## config.mk

```make
export PLATFORM = sky130hd
export DESIGN_NAME = dlb_arith
export DESIGN_NICKNAME = d
export VERILOG_FILES = /design/src/rtl/core/discrete_log_baby_giant_step_unit_macros.svh /design/src/rtl/core/dlb_pkg.sv /design/src/rtl/core/dlb_arith.sv
export SDC_FILE = /design/constraint.sdc
export NUM_CORES = 1
export LEC_CHECK = 0
export BUFFER_PORTS_ARGS = -buffer_cell sky130_fd_sc_hd__buf_2
export CAP_MARGIN = 20
export CORE_MARGIN = 2
export CORE_UTILIZATION = 45
export CTS_CLUSTER_DIAMETER = 200
export DETAILED_ROUTE_END_ITERATION = 6
export REMOVE_ABC_BUFFERS = 1
export SLEW_MARGIN = 25
export SYNTH_ARGS = -nofsm -noshare
export SYNTH_HDL_FRONTEND = slang
export SYNTH_SLANG_ARGS = --single-unit
```

## constraint.sdc

```tcl
create_clock -name clock -period 15.34 [get_ports clock]
set_clock_uncertainty 0.1 [all_clocks]
set_input_delay 1.534 -clock clock [delete_from_list [all_inputs] [get_ports clock]]
set_output_delay 1.534 -clock clock [all_outputs]
set_load 0.02 [all_outputs]
```

## src/rtl/core/discrete_log_baby_giant_step_unit_macros.svh

```systemverilog
// Assertion macros shared by the discrete log unit
`ifndef DISCRETE_LOG_BABY_GIANT_STEP_UNIT_MACROS_SVH
`define DISCRETE_LOG_BABY_GIANT_STEP_UNIT_MACROS_SVH
// implication checked on every clock, quiet during reset
`define DLB_ASSERT_IMP(label, clk, rst, pre, post) \
   label: assert property (@(posedge clk) disable iff (rst) (pre) |-> (post)) \
      else $error("assertion failed");
// implication checked on the next clock
`define DLB_ASSERT_NEXT(label, clk, rst, pre, post) \
   label: assert property (@(posedge clk) disable iff (rst) (pre) |=> (post)) \
      else $error("assertion failed");
`endif

```

## src/rtl/core/dlb_pkg.sv

```systemverilog
// Package: widths, status codes, sequencer states and unit command types
package dlb_pkg;
   localparam int MOD_BITS    = 20;
   localparam int TABLE_DEPTH = 1025;
   localparam int IDX_BITS    = $clog2(TABLE_DEPTH);
   localparam int LOG_BITS    = 21;
   localparam int CSR_BITS    = 1;

   typedef enum logic [1:0] {
      ST_FOUND = 2'd0,
      ST_NONE  = 2'd1,
      ST_NOINV = 2'd2
   } status_type;

   typedef enum logic [0:0] {
      CSR_MODULUS   = 1'b0,
      CSR_GENERATOR = 1'b1
   } csr_index_type;

   // shared unit operations
   typedef enum logic [1:0] {
      OP_MULMOD = 2'd0,
      OP_DIVMOD = 2'd1,
      OP_ISQRT  = 2'd2
   } op_type;

   typedef struct packed {
      logic                      start;
      op_type                    op;
      logic [2*MOD_BITS-1:0]     a;
      logic [MOD_BITS-1:0]       b;
   } unit_cmd_type;

   typedef struct packed {
      logic                      done;
      logic [2*MOD_BITS-1:0]     quo;
      logic [MOD_BITS-1:0]       rem;
   } unit_rsp_type;

   typedef enum logic [4:0] {
      S_IDLE, S_SQRT, S_SQRT_W, S_ZERO, S_TAB, S_TAB_W, S_INV_DIV, S_INV_DIV_W,
      S_INV_T, S_INV_T_W, S_RD, S_CMP, S_GMUL, S_GMUL_W, S_DONE
   } state_type;
endpackage

```

## src/rtl/core/dlb_arith.sv

```systemverilog
// Shared iterative unit: multiply then reduce, divide, integer square root
module dlb_arith (
   input  logic                 clock,
   input  logic                 reset,
   input  dlb_pkg::unit_cmd_type cmd,
   output dlb_pkg::unit_rsp_type rsp
);
   import dlb_pkg::*;
   localparam int AW = 2 * MOD_BITS;
   localparam int CW = $clog2(AW + 1);

   logic              busy_ff, busy_in;
   op_type            op_ff, op_in;
   logic [AW-1:0]     quo_ff, quo_in;
   logic [AW:0]       rem_ff, rem_in;     // remainder / sqrt work value
   logic [AW-1:0]     num_ff, num_in;     // numerator shifted out msb first
   logic [MOD_BITS-1:0] div_ff, div_in;
   logic [CW-1:0]     cnt_ff, cnt_in;
   logic              done_ff, done_in;
   logic [AW:0]       trial;
   logic [AW:0]       sq_t;

   // one bit per cycle: restoring division, or digit-by-digit square root
   always_comb begin
      busy_in = busy_ff;
      op_in   = op_ff;
      quo_in  = quo_ff;
      rem_in  = rem_ff;
      num_in  = num_ff;
      div_in  = div_ff;
      cnt_in  = cnt_ff;
      done_in = 1'b0;
      trial   = '0;
      sq_t    = '0;
      if (!busy_ff && cmd.start) begin
         busy_in = 1'b1;
         op_in   = cmd.op;
         div_in  = cmd.b;
         quo_in  = '0;
         rem_in  = '0;
         cnt_in  = CW'(AW);
         if (cmd.op == OP_MULMOD) begin
            num_in = cmd.a[MOD_BITS-1:0] * cmd.b;
         end else begin
            num_in = cmd.a;
         end
         if (cmd.op == OP_MULMOD) begin
            div_in = cmd.a[AW-1:MOD_BITS];
         end
         if (cmd.op == OP_ISQRT) begin
            cnt_in = CW'(AW / 2);
         end
      end else if (busy_ff) begin
         if (op_ff == OP_ISQRT) begin
            // rem holds remainder, quo holds root
            trial  = {rem_ff[AW-2:0], num_ff[AW-1:AW-2]};
            sq_t   = {1'b0, quo_ff[AW-3:0], 2'b01};
            num_in = {num_ff[AW-3:0], 2'b00};
            if (trial >= sq_t) begin
               rem_in = trial - sq_t;
               quo_in = {quo_ff[AW-2:0], 1'b1};
            end else begin
               rem_in = trial;
               quo_in = {quo_ff[AW-2:0], 1'b0};
            end
         end else begin
            trial  = {rem_ff[AW-1:0], num_ff[AW-1]};
            num_in = {num_ff[AW-2:0], 1'b0};
            if (trial >= {{(AW+1-MOD_BITS){1'b0}}, div_ff}) begin
               rem_in = trial - {{(AW+1-MOD_BITS){1'b0}}, div_ff};
               quo_in = {quo_ff[AW-2:0], 1'b1};
            end else begin
               rem_in = trial;
               quo_in = {quo_ff[AW-2:0], 1'b0};
            end
         end
         cnt_in = cnt_ff - 1'b1;
         if (cnt_ff == CW'(1)) begin
            busy_in = 1'b0;
            done_in = 1'b1;
         end
      end
   end

   always_ff @(posedge clock) begin
      if (reset) begin
         busy_ff <= 1'b0;
         done_ff <= 1'b0;
         cnt_ff  <= '0;
      end else begin
         busy_ff <= busy_in;
         done_ff <= done_in;
         cnt_ff  <= cnt_in;
      end
      op_ff  <= op_in;
      quo_ff <= quo_in;
      rem_ff <= rem_in;
      num_ff <= num_in;
      div_ff <= div_in;
   end

   assign rsp.done = done_ff;
   assign rsp.quo  = quo_ff;
   assign rsp.rem  = rem_ff[MOD_BITS-1:0];
endmodule

```

* Word level (Yosys, flattened, before mapping)
Index checks and enable logic that the tools add are counted.
Word-level totals: register bits after elaboration 150, latch bits 0, RAM bits 0, memory bits (read-only) 0, input port bits 65, output and inout port bits 61, logic and storage cells 41, memories kept 0
Cells by class: add/sub/neg operators 3, multiply operators 1, div/mod/pow operators 0, magnitude comparators 2, equality and inequality tests 3, shift-type cells 0, muxes and demuxes 18, bitwise gates (word level) 1, reduce and logical (&&, ||, !) cells 5
Operators with widths (count):
- two-way mux 40 bit | 7
- greater-or-equal comparator 41 x 20 -> 1 bit | 1
- greater-or-equal comparator 41 x 40 -> 1 bit | 1
- multiplier 20 x 20 -> 40 bit | 1
- subtractor 40 x 20 -> 40 bit | 1
- subtractor 40 bit | 1
- two-way mux 20 bit | 1
- two-way mux 6 bit | 3
- two-way mux 1 bit | 7
- == test 6 x 1 -> 1 bit, second input constant | 1
- subtractor 6 x 1 -> 6 bit, second input constant | 1
- == test 2 bit, second input constant | 2
- OR reduction 3 bit | 1
- logical NOT 2 bit | 1
- nonzero test 2 bit | 1
- logical AND 1 bit | 1
- logical NOT 1 bit | 1
- inverter 1 bit | 1

* Depth between registers and ports, before layout
depth in word-level cells 4, mapped depth 27, mapped depth without buffers 26

* Least setup slack after synthesis
OpenSTA, ideal clock, no wires.
path kind input -> register, start point in cmd[2] (netlist name), end point reg num_ff[38], data pin, arrival time 7.936 ns, setup slack 7.037 ns, stages on the path 26, path through clkbuf_1 -> and2_1 -> fa_1 -> fa_1 -> inv_1 -> fa_1 -> inv_1 -> fa_1 -> inv_1 -> fa_1 -> inv_1 -> fa_1 -> inv_1 -> fa_1 -> inv_1 -> ha_1 -> o21ai_0 -> o21ai_0 -> a21oi_1 -> nand2_1 -> a221oi_2 -> o221ai_1 -> a211oi_1 -> a21oi_1 -> a2111oi_0 -> o21ai_0
On the way: cells in the longest elaborated chain, start to end 3
Ends and longest elaborated chain:
- start: declaration | RTL line dlb_arith.sv:5 | input dlb_pkg::unit_cmd_type cmd,
- multiplier 20 x 20 -> 40 bit | RTL line dlb_arith.sv:43 | num_in = cmd.a[MOD_BITS-1:0] * cmd.b;
- two-way mux 40 bit | RTL line dlb_arith.sv:42 | if (cmd.op == OP_MULMOD) begin
- two-way mux 40 bit | RTL line dlb_arith.sv:35 | if (!busy_ff && cmd.start) begin
- via num_in[38] | RTL line dlb_arith.sv:16 | logic [AW-1:0] num_ff, num_in;
- end signal: assignment | RTL line dlb_arith.sv:98 | num_ff <= num_in;
- end: declaration | RTL line dlb_arith.sv:16
The timed path passes the listed nets, and every way through them passes these cells. A chain may end at the register's enable or synchronous reset.

* Worst setup path after layout
start point in cmd[29] (netlist name), end point reg num_ff[38], data pin
The elaborated chain is that of the path after synthesis.

==> results.yml <==
cts:
  clock_insertion_delay_worst_skew_ns: 0.45
  clk_transition_reported_paths_ns: 0.06
  cts_tree: "done"
  cts_buffer_depth: 2
  cts.root.buffer_cell: "clkbuf_16"
  h-tree-depth: 4
  post_cts_hold_buffer_count: 0
  post-cts-setup-buffers: 0
  cts.sinks: 150
  cts_resized: 0
  cts_buffers: 17
yosys:
  avgSynthCellArea_um2: 8.367
  most_frequent_cell_after_synthesis: "nand2_1"
  post_synth_top_area_cell: "fa_1"
  ys_warn_count: 0
  synth.ff_latch_count: 150
  synthCells: 2906
  synth-edff-count: 62
  post_synth_main_area_contributors: "fa_1 (26%), ha_1 (11%), edfxtp_1 (7.7%), dfxtp_1 (7.2%), nand2_1 (7.1%)"
  synth_sequential_area_ratio: 0.1490
  synth.lib_cells_used.distinct: 85
  synth.top_cell.area_share: 0.2643
  syn_area_um2: 24320
  yosys-top-cells-count: "nand2_1 (458), inv_1 (438), fa_1 (321)"
  async_reset_ff_frac: 0
  yosys_most_used_dff: "dfxtp_1"
layout:
  synthToLayoutAreaGrowth_pct: 5.825
  final_layout_size_suffix_gt1_frac: 0.06777
  layout.cells.non_filler: 3592
  final_util: 0.4801
  final_nets: 3478
sta:
  hold_violations: 0
  setup-violations-final: 0
  fin_worst_hold_slack_ns: 0.3764
  timing_worst_slew_pin_value_ns: 0.9594
  setup_repair_after_global_routing_missed_its_margin: "no"
  fin_crit_sh: 0.5662
  timing.max_slew.rel_slack: 0.3595
  final_max_slew_viol_count: 0
  max_freq_mhz: 115.1
  period_minus_slack_ns: 8.685
  timing.setup.tns_ns: 0
floorplanning:
  core-area_um2: 53600
  initial_core_util: 0.4536
  std_cell_rows: 85
  die_w_um: 236.5
  die-area_um2: 55910
  chipHeight_um: 236.5
  io_pins: 126
global_route:
  vias_in_the_first_global_route: 20660
  antenna_found_initial: 5
  grt_start_max_net_pins: 85
  grt_util_all_layers: 0.2542
  grt_pass1_wl_um: 112800
  grt.overflow.total: 0
routing:
  via_count: 20060
  antenna_violating_nets_post_route: 0
  dr.pass1.iters: 5
  routedWlPerCell_um: 19.41
  detail_route.drc_violations: 0
  post_drt_via_cell_ratio: 5.583
  drt_first_iter_violations: 1235
  routed_wl_um: 69730
worst_setup_path:
  critPathTopFamily: "adder cells"
  timing.critical_path.to_type: "register"
  crit-reg2reg-capture: "rem_ff[30]$_SDFFE_PP0P_"
  critical_path.startpoint_type: "primary input"
  rr_startpoint: "rem_ff[0]$_SDFFE_PP0P_"
  criticalPathCategory: "in -> reg"
  cp_data_required_time_ns: 15.43
  crit_fanout: 21
  critPathLaunch: "cmd[29]"
  rr_worst_depth: 11
  critPathArrivalTime_ns: 8.77
  critical-path-top-cell-by-count: "fa_1"
  critPathSlowestCell: "a211oi_1"
  critPathMaxStageDelay_ns: 0.54
  slack_of_the_worst_reg_to_reg_path_ns: 10.85
  critical_path.n_buffers_inverters: 7
place:
  placed_cells_incl_taps: 3557
  buffer_ports.inserted: 125
  placer_congestion_estimate: 0.9610
  detailedPlacementHpwl_um: 53850
run_status:
  run_status: "finished clean"
worst_hold_path:
  holdCritStartpoint: "quo_ff[16]$_SDFFE_PP0P_"
  min_delay_worst_endpoint: "quo_ff[17]$_SDFFE_PP0P_"
  timing.hold.worst.class: "reg -> reg"
  hold-path-cell-count: 2
job:
  cap_violations: 0
## layout make-up
| type | count | area [µm²] |
|---|---|---|
| sequential | 150 | 3627 |
| inverter | 438 | 1644 |
| multi-input combinational | 2136 | 18300 |
| clock inverter | 12 | 135.1 |
| fill | 5274 | 27870 |
| tap | 696 | 870.8 |
| clock buffer | 19 | 432.9 |
| timing repair buffer | 137 | 715.7 |
| antenna | 4 | 10.01 |
## tightest hold or removal path, delay by kind of cell (launching register included)
kind	cells	cell delay, ns
flip-flops	1	0.34
AND/OR/NAND/NOR	1	0.06
AO/OA/AOI/OAI	1	0.05
## registers in the layout, summed over array words and instances (netlist names)
register and cells:
cnt_ff 6, rem_ff 40, quo_ff 40, num_ff 40, div_ff 20, busy_ff 1, done_ff 1, op_ff 2
## per-layer routing
metal / vias to the layer above / global-route usage / wire length, µm
met5: - / 0 / 12
li1: 9416 / - / -
met4: 2 / 0.07211 / 1486
met2: 629 / 0.4071 / 31510
met3: 82 / 0.04512 / 4670
met1: 9926 / 0.3533 / 32050
## worst max path at each step
stage,endpoint,slack [ns],cells after the start
detailed placement,num_ff[38]$_DFFE_PP_,6.26,26
floorplan,num_ff[38]$_DFFE_PP_,7.20,25
global placement,num_ff[38]$_DFFE_PP_,6.33,26
global route,num_ff[38]$_DFFE_PP_,6.19,26
CTS,num_ff[38]$_DFFE_PP_,6.70,26
finish,num_ff[38]$_DFFE_PP_,6.65,26
## per-stage QoR
stage | setup slack, ns | area (µm²)
6_report | 6.655 | 25730
5_1_grt | 6.190 | 25730
4_1_cts | 6.704 | 25720
3_5_place_dp | 6.257 | 25150
3_3_place_gp | 6.329 | 25150
2_1_floorplan | 7.195 | 23540
## layout by cell type (no fill, tap or decap), types with 62 or more instances in the layout
cell type and instances:
nand2_1 458, inv_1 437, fa_1 321, and2_1 228
ha_1 212, a21oi_1 125, buf_2 125, nor2_1 102
o21ai_0 99, dfxtp_1 87, edfxtp_1 62
## kinds of logic (layout without fill, tap and decap cells)
| logic type | count (synthesis) | after routing | share of synthesized area |
|---|---|---|---|
| mux | 16 | 16 | 0.006638 |
| simple gates | 953 | 953 | 0.1893 |
| fa+ha+maj | 533 | 533 | 0.3734 |
| flops | 150 | 150 | 0.1490 |
| other cells | 0 | 4 | 0 |
| compound gates | 530 | 530 | 0.1449 |
| xor+xnor | 104 | 104 | 0.03746 |
| buf+inv | 620 | 606 | 0.09936 |
Power is not shown: default switching activity piles up to over one toggle a cycle in this logic, so the estimate is an artifact.
